--- config.mk ---
export PLATFORM = sky130hd
export DESIGN_NAME = qfrm_front
export DESIGN_NICKNAME = d
export VERILOG_FILES = /design/src/qfrm_pkg.sv /design/src/qfrm_front.sv
export SDC_FILE = /design/constraint.sdc
export NUM_CORES = 1
export LEC_CHECK = 0
export CORE_MARGIN = 2
export CORE_UTILIZATION = 55
export CTS_BUF_LIST = sky130_fd_sc_hd__clkbuf_8
export CTS_CLUSTER_SIZE = 16
export DETAILED_ROUTE_END_ITERATION = 16
export DONT_BUFFER_PORTS = 1
export PLACE_DENSITY = 0.8
export SYNTH_ARGS = -nofsm -noshare
export SYNTH_HDL_FRONTEND = slang
export SYNTH_SLANG_ARGS = --single-unit
--- constraint.sdc ---
create_clock -name clock -period 7.5 [get_ports clock]
set_clock_uncertainty 0.15 [all_clocks]
set_input_delay 0 -clock clock [delete_from_list [all_inputs] [get_ports clock]]
set_output_delay 0 -clock clock [all_outputs]
set_load 0.05 [all_outputs]
--- src/qfrm_pkg.sv ---
// Shared constants, types and saturation helpers for the rotation matrix to quaternion core.
package qfrm_pkg;

   // Fixed-point format and field widths
   localparam int FRAC_BITS = 16;
   localparam int IN_W      = 18;
   localparam int OUT_W     = 18;
   localparam int LANES     = 3;

   // Root argument: signed, wide enough for three elements plus one
   localparam int ARG_W  = (FRAC_BITS + 3 > 21) ? FRAC_BITS + 3 : 21;
   // Radicand, padded to an even number of bits
   localparam int V_W    = ARG_W - 1 + FRAC_BITS - 2;
   localparam int ROOT_W = (V_W + 1) / 2;
   localparam int SQ_W   = 2 * ROOT_W;
   localparam int REM_W  = ROOT_W + 3;

   // Off-diagonal sums and differences: magnitude of a 19-bit signed value
   localparam int SUM_W  = IN_W + 1;
   localparam int MAG_W  = SUM_W;

   // Division: divisor is four times the half root
   localparam int DEN_W  = ROOT_W + 2;
   localparam int NUMA_W = (MAG_W + FRAC_BITS > DEN_W) ? MAG_W + FRAC_BITS : DEN_W;
   localparam int NUM_W  = NUMA_W + 1;
   // Quotient bits kept; anything larger saturates
   localparam int QB     = OUT_W;

   localparam logic signed [OUT_W-1:0] OUT_MAX = {1'b0, {(OUT_W-1){1'b1}}};
   localparam logic signed [OUT_W-1:0] OUT_MIN = {1'b1, {(OUT_W-1){1'b0}}};

   // Slot that takes the half root: w, or the picked axis x, y or z
   typedef enum logic [1:0] {
      SLOT_W = 2'd0,
      SLOT_X = 2'd1,
      SLOT_Y = 2'd2,
      SLOT_Z = 2'd3
   } slot_type;

   typedef struct packed {
      slot_type   sel;
      logic       bad;
      logic [LANES-1:0] neg;
   } ctl_type;

   typedef struct packed {
      ctl_type                     ctl;
      logic [LANES-1:0][MAG_W-1:0] mag;
      logic [SQ_W-1:0]             v;
   } front_type;

   typedef struct packed {
      ctl_type                     ctl;
      logic [LANES-1:0][MAG_W-1:0] mag;
      logic [ROOT_W-1:0]           half;
   } root_type;

   typedef struct packed {
      ctl_type                  ctl;
      logic [ROOT_W-1:0]        half;
      logic [LANES-1:0]         ovf;
      logic [LANES-1:0][QB-1:0] q;
   } quot_type;

   // Saturate the half root to the output range
   function automatic logic signed [OUT_W-1:0] sat_half(input logic [ROOT_W-1:0] h);
      logic [ROOT_W:0] hx;
      hx = {1'b0, h};
      if (hx > (ROOT_W + 1)'(OUT_MAX)) begin
         return OUT_MAX;
      end
      return OUT_W'(h);
   endfunction

   // Apply sign and saturate one quotient lane
   function automatic logic signed [OUT_W-1:0] sat_lane(input logic neg, input logic ovf,
                                                        input logic [QB-1:0] q);
      logic [QB:0] qx;
      logic [QB:0] lim;
      qx = {1'b0, q};
      if (ovf) begin
         return neg ? OUT_MIN : OUT_MAX;
      end
      if (!neg) begin
         lim = (QB + 1)'(OUT_MAX);
         return (qx > lim) ? OUT_MAX : OUT_W'(q);
      end
      lim = (QB + 1)'(OUT_MAX) + (QB + 1)'(1);
      return (qx > lim) ? OUT_MIN : OUT_W'(-qx);
   endfunction

endpackage

--- src/qfrm_front.sv ---
// Front stage: branch and axis pick, root argument and off-diagonal sums.
module qfrm_front (
   input  logic                          clock,
   input  logic                          reset,
   input  logic                          up_valid,
   output logic                          up_ready,
   input  logic signed [qfrm_pkg::IN_W-1:0] r00,
   input  logic signed [qfrm_pkg::IN_W-1:0] r01,
   input  logic signed [qfrm_pkg::IN_W-1:0] r02,
   input  logic signed [qfrm_pkg::IN_W-1:0] r10,
   input  logic signed [qfrm_pkg::IN_W-1:0] r11,
   input  logic signed [qfrm_pkg::IN_W-1:0] r12,
   input  logic signed [qfrm_pkg::IN_W-1:0] r20,
   input  logic signed [qfrm_pkg::IN_W-1:0] r21,
   input  logic signed [qfrm_pkg::IN_W-1:0] r22,
   output logic                          dn_valid,
   input  logic                          dn_ready,
   output qfrm_pkg::front_type           dn_data
);
   import qfrm_pkg::*;

   localparam logic signed [ARG_W-1:0] ONE = ARG_W'(64'(1) << FRAC_BITS);

   logic signed [ARG_W-1:0] e00, e11, e22, trace, arg;
   logic signed [ARG_W-1:0] arg0, arg1, arg2, d_pick;
   logic                    pos, pick1, pick2;
   logic signed [SUM_W-1:0] s [LANES];
   logic [LANES-1:0]        neg;
   logic [LANES-1:0][MAG_W-1:0] mag;
   front_type               data_in;
   front_type               data_ff;
   logic                    vld_ff;

   // Diagonal terms and branch selection
   always_comb begin
      e00   = ARG_W'(r00);
      e11   = ARG_W'(r11);
      e22   = ARG_W'(r22);
      trace = e00 + e11 + e22;
      pos   = trace > 0;
      pick1 = e11 > e00;
      d_pick = pick1 ? e11 : e00;
      pick2 = e22 > d_pick;
      arg0  = e00 - e11 - e22 + ONE;
      arg1  = e11 - e22 - e00 + ONE;
      arg2  = e22 - e00 - e11 + ONE;
   end

   // Root argument and the three sums for the chosen case
   always_comb begin
      data_in = '0;
      if (pos) begin
         arg = trace + ONE;
         s[0] = SUM_W'(r21) - SUM_W'(r12);
         s[1] = SUM_W'(r02) - SUM_W'(r20);
         s[2] = SUM_W'(r10) - SUM_W'(r01);
         data_in.ctl.sel = SLOT_W;
      end else if (pick2) begin
         arg = arg2;
         s[0] = SUM_W'(r10) - SUM_W'(r01);
         s[1] = SUM_W'(r02) + SUM_W'(r20);
         s[2] = SUM_W'(r12) + SUM_W'(r21);
         data_in.ctl.sel = SLOT_Z;
      end else if (pick1) begin
         arg = arg1;
         s[0] = SUM_W'(r02) - SUM_W'(r20);
         s[1] = SUM_W'(r21) + SUM_W'(r12);
         s[2] = SUM_W'(r01) + SUM_W'(r10);
         data_in.ctl.sel = SLOT_Y;
      end else begin
         arg = arg0;
         s[0] = SUM_W'(r21) - SUM_W'(r12);
         s[1] = SUM_W'(r10) + SUM_W'(r01);
         s[2] = SUM_W'(r20) + SUM_W'(r02);
         data_in.ctl.sel = SLOT_X;
      end
      for (int n = 0; n < LANES; n++) begin
         neg[n] = s[n] < 0;
         mag[n] = neg[n] ? MAG_W'(-s[n]) : MAG_W'(s[n]);
      end
      data_in.ctl.bad = !pos && (arg <= 0);
      data_in.ctl.neg = neg;
      data_in.mag     = mag;
      data_in.v       = SQ_W'(arg[ARG_W-2:0]) << (FRAC_BITS - 2);
   end

   assign up_ready = !vld_ff || dn_ready;
   assign dn_valid = vld_ff;
   assign dn_data  = data_ff;

   // Advance when the stage is empty or its item moves on
   always_ff @(posedge clock) begin
      if (reset) begin
         vld_ff <= 1'b0;
      end else if (up_ready) begin
         vld_ff <= up_valid;
      end
      if (up_ready) begin
         data_ff <= data_in;
      end
   end

endmodule

# Yosys cells after proc, flatten, opt, wreduce, memory -nomap -nowiden
# Cells that the tools add are included.
[classes] n_mux=12 magnitude_cmp=7 reduce_logical=4 addsub=21
[op_table] cell="$mux 57" count=3
[op_table] cell="$sub 18x18->19" count=6
[op_table] cell="$add 20x18->21 const B" count=4
[op_table] cell="$mux 21" count=4
[op_table] cell="$add 18x18->19" count=4
[op_table] cell="$sub 19x18->20" count=3
[op_table] cell="$lt 19x1->1 const B" count=3
[op_table] cell="$mux 19" count=3
[op_table] cell="$neg 19->19" count=3
[op_table] cell="$gt 18x21->1" count=1
[op_table] cell="$le 21x1->1 const B" count=1
[op_table] cell="$add 19x18->20" count=1
[op_table] cell="$gt 20x1->1 const B" count=1
[op_table] cell="$gt 18x18->1" count=1
[op_table] cell="$mux 2" count=2
[op_table] cell="$logic_not 1->1" count=2
[op_table] cell="$logic_and 1x1->1" count=1
[op_table] cell="$logic_or 1x1->1" count=1
[word_totals] reg_bits=84 word_cells=52 output_inout_bits=99 inputBits=166

# Longest topological paths before layout
[logic_depth] word_depth=8 ltp_mapped=33 ltp_nobuf=27

# Worst setup path after synthesis
# OpenSTA, ideal clock, no wires.
[synth_path] path_kind="input -> register" start="in r00[15] in the netlist's numbering" end="reg data_ff, in the netlist dn_data[50] (data pin)" n_path_buf=11 setup_ns=0.269 t_required_ns=7.081 path_stages=31 arrival_ns=6.785 slack_ns=0.297 cell_sequence="inv_1 -> ha_1 -> nor4b_1 -> and3_1 -> a32oi_1 -> o21a_1 -> clkbuf_1 -> nor2_1 -> clkbuf_1 -> clkbuf_1 -> clkbuf_1 -> buf_1 -> clkbuf_1 -> a21oi_1 -> ha_1 -> nand4_1 -> nor4_1 -> o21ai_1 -> o211ai_1 -> and2_1 -> clkbuf_1 -> clkbuf_1 -> clkbuf_1 -> clkbuf_1 -> clkbuf_1 -> a22oi_1 -> o21ai_0 -> ha_1 -> nand4_1 -> o31ai_1 -> xor2_1"
[synth_lines] item="from (decl)" line_no="qfrm_front.sv:7" text="input logic signed [qfrm_pkg::IN_W-1:0] r00,"
[synth_lines] item="to (signal assigned)" line_no="qfrm_front.sv:99" text="data_ff <= data_in;"
[synth_lines] item="to (decl)" line_no="qfrm_front.sv:31" text="front_type data_ff;"

==> impl_metrics.ini <==
[synthesis]
synth_edf_count = 83
synthXorXnorAreaFrac_pct = 9.06
synthTopCellsByArea = ha_1 20%, edfxtp_1 14%, fa_1 8.9%, xnor2_1 6.4%, a21oi_1 5.1%
synthSimpleGateAreaFrac_pct = 16.2
syn_avg_cell_area_um2 = 8.09
synth.distinct_cells = 90
synth_compound_area_share_pct = 23.4
synth-seq-area-share_pct = 13.7
synth_top_family_by_area = adder cells
synthCells = 2270
yosys_warnings = 0
yosys-mux-area-fraction_pct = 2.04
synth_top_area_cell = ha_1
synth_top_area_share_pct = 19.8
netlist_area_um2 = 18400
ys_ff_latch = 84
synth_fa_ha_area_share_pct = 28.8
synth_ff_type = edfxtp_1
synthArstFlopShare_pct = 0

[floorplan]
coreArea_um2 = 32700
dieArea_um2 = 34900
initial_utilization_pct = 56.1
die_h_um = 187
pin_count = 265
num_rows = 66
fp.dieW_um = 187

[worst_setup_path]
cp_max_fo = 27
critPathLaunch = r00[5]
path_class = input port to flip-flop
required_ns = 7.56
cp-start-kind = input port
worstPathArrival_ns = 7.03
worstReg2RegStart = dn_valid
reg2reg_slack_ns = 4.91
endpoint_kind = flip-flop

[final_layout]
diodes = 0
num-nets-final = 2763
syn_to_final_growth_pct = 3.56
fin_area_um2 = 19000
drive_gt1_share_pct = 4.04

[sta]
setup-tns-final_ns = 0
setup_viol = 0
drv_slew = 0
hold_viol = 0
period_share_pct = 92.9
finalCriticalPeriod_ns = 6.97
worst_pin_slew_ns = 1.22
slew_headroom_pct = 18.9
grt_setup_unrepaired = false
fmax_mhz = 144

[global_routing]
grt_pass1_wl_mm = 94.6
track_usage_pct = 35.0
grt_pass1_vias = 16200
grt-ovfl-total = 0
antenna_found_initial = 0
grt_max_degree = 86

[hold_path]
hp-start = r22[0]
min_path_type = input port to flip-flop

[detailed_routing]
antenna_left = 0
wl_mm = 62.7
wl_per_cell_um = 23.5
vias = 17200
vias_per_cell = 6.43
drtIter0Drc = 1866
route.detailed.drc = 0
first_pass_iters = 8

[place]
dp_hpwl_mm = 52.7
finalWeightedCongestion = 0.985
placed_cell_area_um2 = 18800
portBuffers = 0

[clock_tree]
clock_sinks = 84
numCtsBuffers = 9
cts-root-buf = clkbuf_8
htreeDepth = 3
cts_tree = built
post_cts_resized = 0
cts_setup_buffers = 0
clock_path_buffers = 2
clk_latency_ns = 0.38
path_clk_slew_ns = 0.11

[pwr]
power.density_nw_per_um2 = 289
peakVddDrop_mv = 0.192
p_leak_uw = 0.00849

[run_status]
status = finished clean

[job]
cap_violations = 0
==> state kept, by name, indices dropped and copies added, names as in the netlist <==
register  flops
dn_data      83
dn_valid      1
==> metal layers <==
layer  GRT usage [%]  wire (um)
met4            8.76       1610
met3            11.7       8110
met2            50.9      25700
met5               0          0
met1            49.6      27300
==> cell families after synthesis <==
family | count (synthesis)
buffers and inverters | 320
flip-flops | 84
other | 1
adder cells (fa/ha/maj) | 373
AO/OA/AOI/OAI | 650
AND/OR/NAND/NOR | 616
multiplexers | 37
XOR/XNOR | 189
==> repair_timing <==
item | CTS | global route
endpoints found under the hold margin | 1 | 0
hold buffers | 2 | 0
endpoints found under the setup margin | 0 | 0
==> synth_stat cells (all sizes together), types with 21 or more instances <==
master,number
nand3,42
xnor2,134
nand2,153
clkbuf,79
nor3,52
nor2b,22
a21oi,188
o21a,22
o21bai,27
nor2,192
xor2,55
ha,291
inv,214
o211ai,21
a211oi,26
a21o,40
nand2b,23
fa,82
edfxtp,83
a31oi,33
buf,26
o21ai,115
and3,22
mux2i,33
==> worst max-delay path: stages <==
cell and delay, ns:
inv_1 0.15, ha_1 0.31, nor4_1 0.53, and2_1 0.32
a32oi_1 0.14, o21a_1 0.27, nor2_4 0.56, buf_4 0.29
a21oi_1 0.09, ha_1 0.48, nand2_1 0.09, a21oi_1 0.52
o21ai_1 0.19, o211ai_1 0.41, nand2_2 0.23, buf_4 0.30
nor2_1 0.14, a31oi_1 0.06, mux2_2 0.32, a2111oi_0 0.44
nand4_1 0.33, or4_1 0.59, o31ai_1 0.22
==> cell usage in the layout, fill, tap and decap left out, types with 51 or more instances in the layout <==
| cell | n |
|---|---|
| ha_1 | 291 |
| inv_1 | 211 |
| nor2_1 | 190 |
| a21oi_1 | 188 |
| nand2_1 | 151 |
| xnor2_1 | 134 |
| o21ai_0 | 100 |
| edfxtp_1 | 83 |
| fa_1 | 82 |
| xor2_1 | 54 |
| nor3_1 | 51 |
==> area by class of cell <==
class / instances / area [um^2]
Sequential cell: 84 / 2510
Multi-Input combinational cell: 1879 / 14700
Clock buffer: 9 / 124
Fill cell: 2998 / 13700
Tap cell: 442 / 553
Timing Repair Buffer: 35 / 268
Clock inverter: 7 / 93.8
Inverter: 215 / 807
==> metrics by stage <==
step	hold WS (ns)	util (%)	setup WS, ns	cells	power [uW]
2_1_floorplan	-0.0809	-	0.297	2283	3980
3_5_place_dp	-0.0747	57.4	0.495	2653	5010
4_1_cts	0.0608	58.1	0.900	2671	5380
6_report	0.0909	58.1	0.534	2671	5490
5_1_grt	0.112	58.1	0.240	2671	5780
3_3_place_gp	-0.0798	57.4	0.617	2653	4970
==> path summary, 6_finish.rpt <==
path | end | cells after the start
worst max-delay path | dn_data[94] | 23
worst min-delay path | dn_data[14] | 3
worst max register to register | dn_valid | 4
worst min register to register | dn_data[42] | 2
==> where the power goes <==
| group | leakage (uW) | total, uW | switching, uW | internal [uW] |
|---|---|---|---|---|
| Clock | 0.000107 | 363 | 200 | 163 |
| Sequential | 0.000874 | 1790 | 919 | 869 |
| Combinational | 0.00751 | 3340 | 2140 | 1200 |
| Total | 0.00849 | 5490 | 3260 | 2240 |
Power figures use the tool's default switching activity.
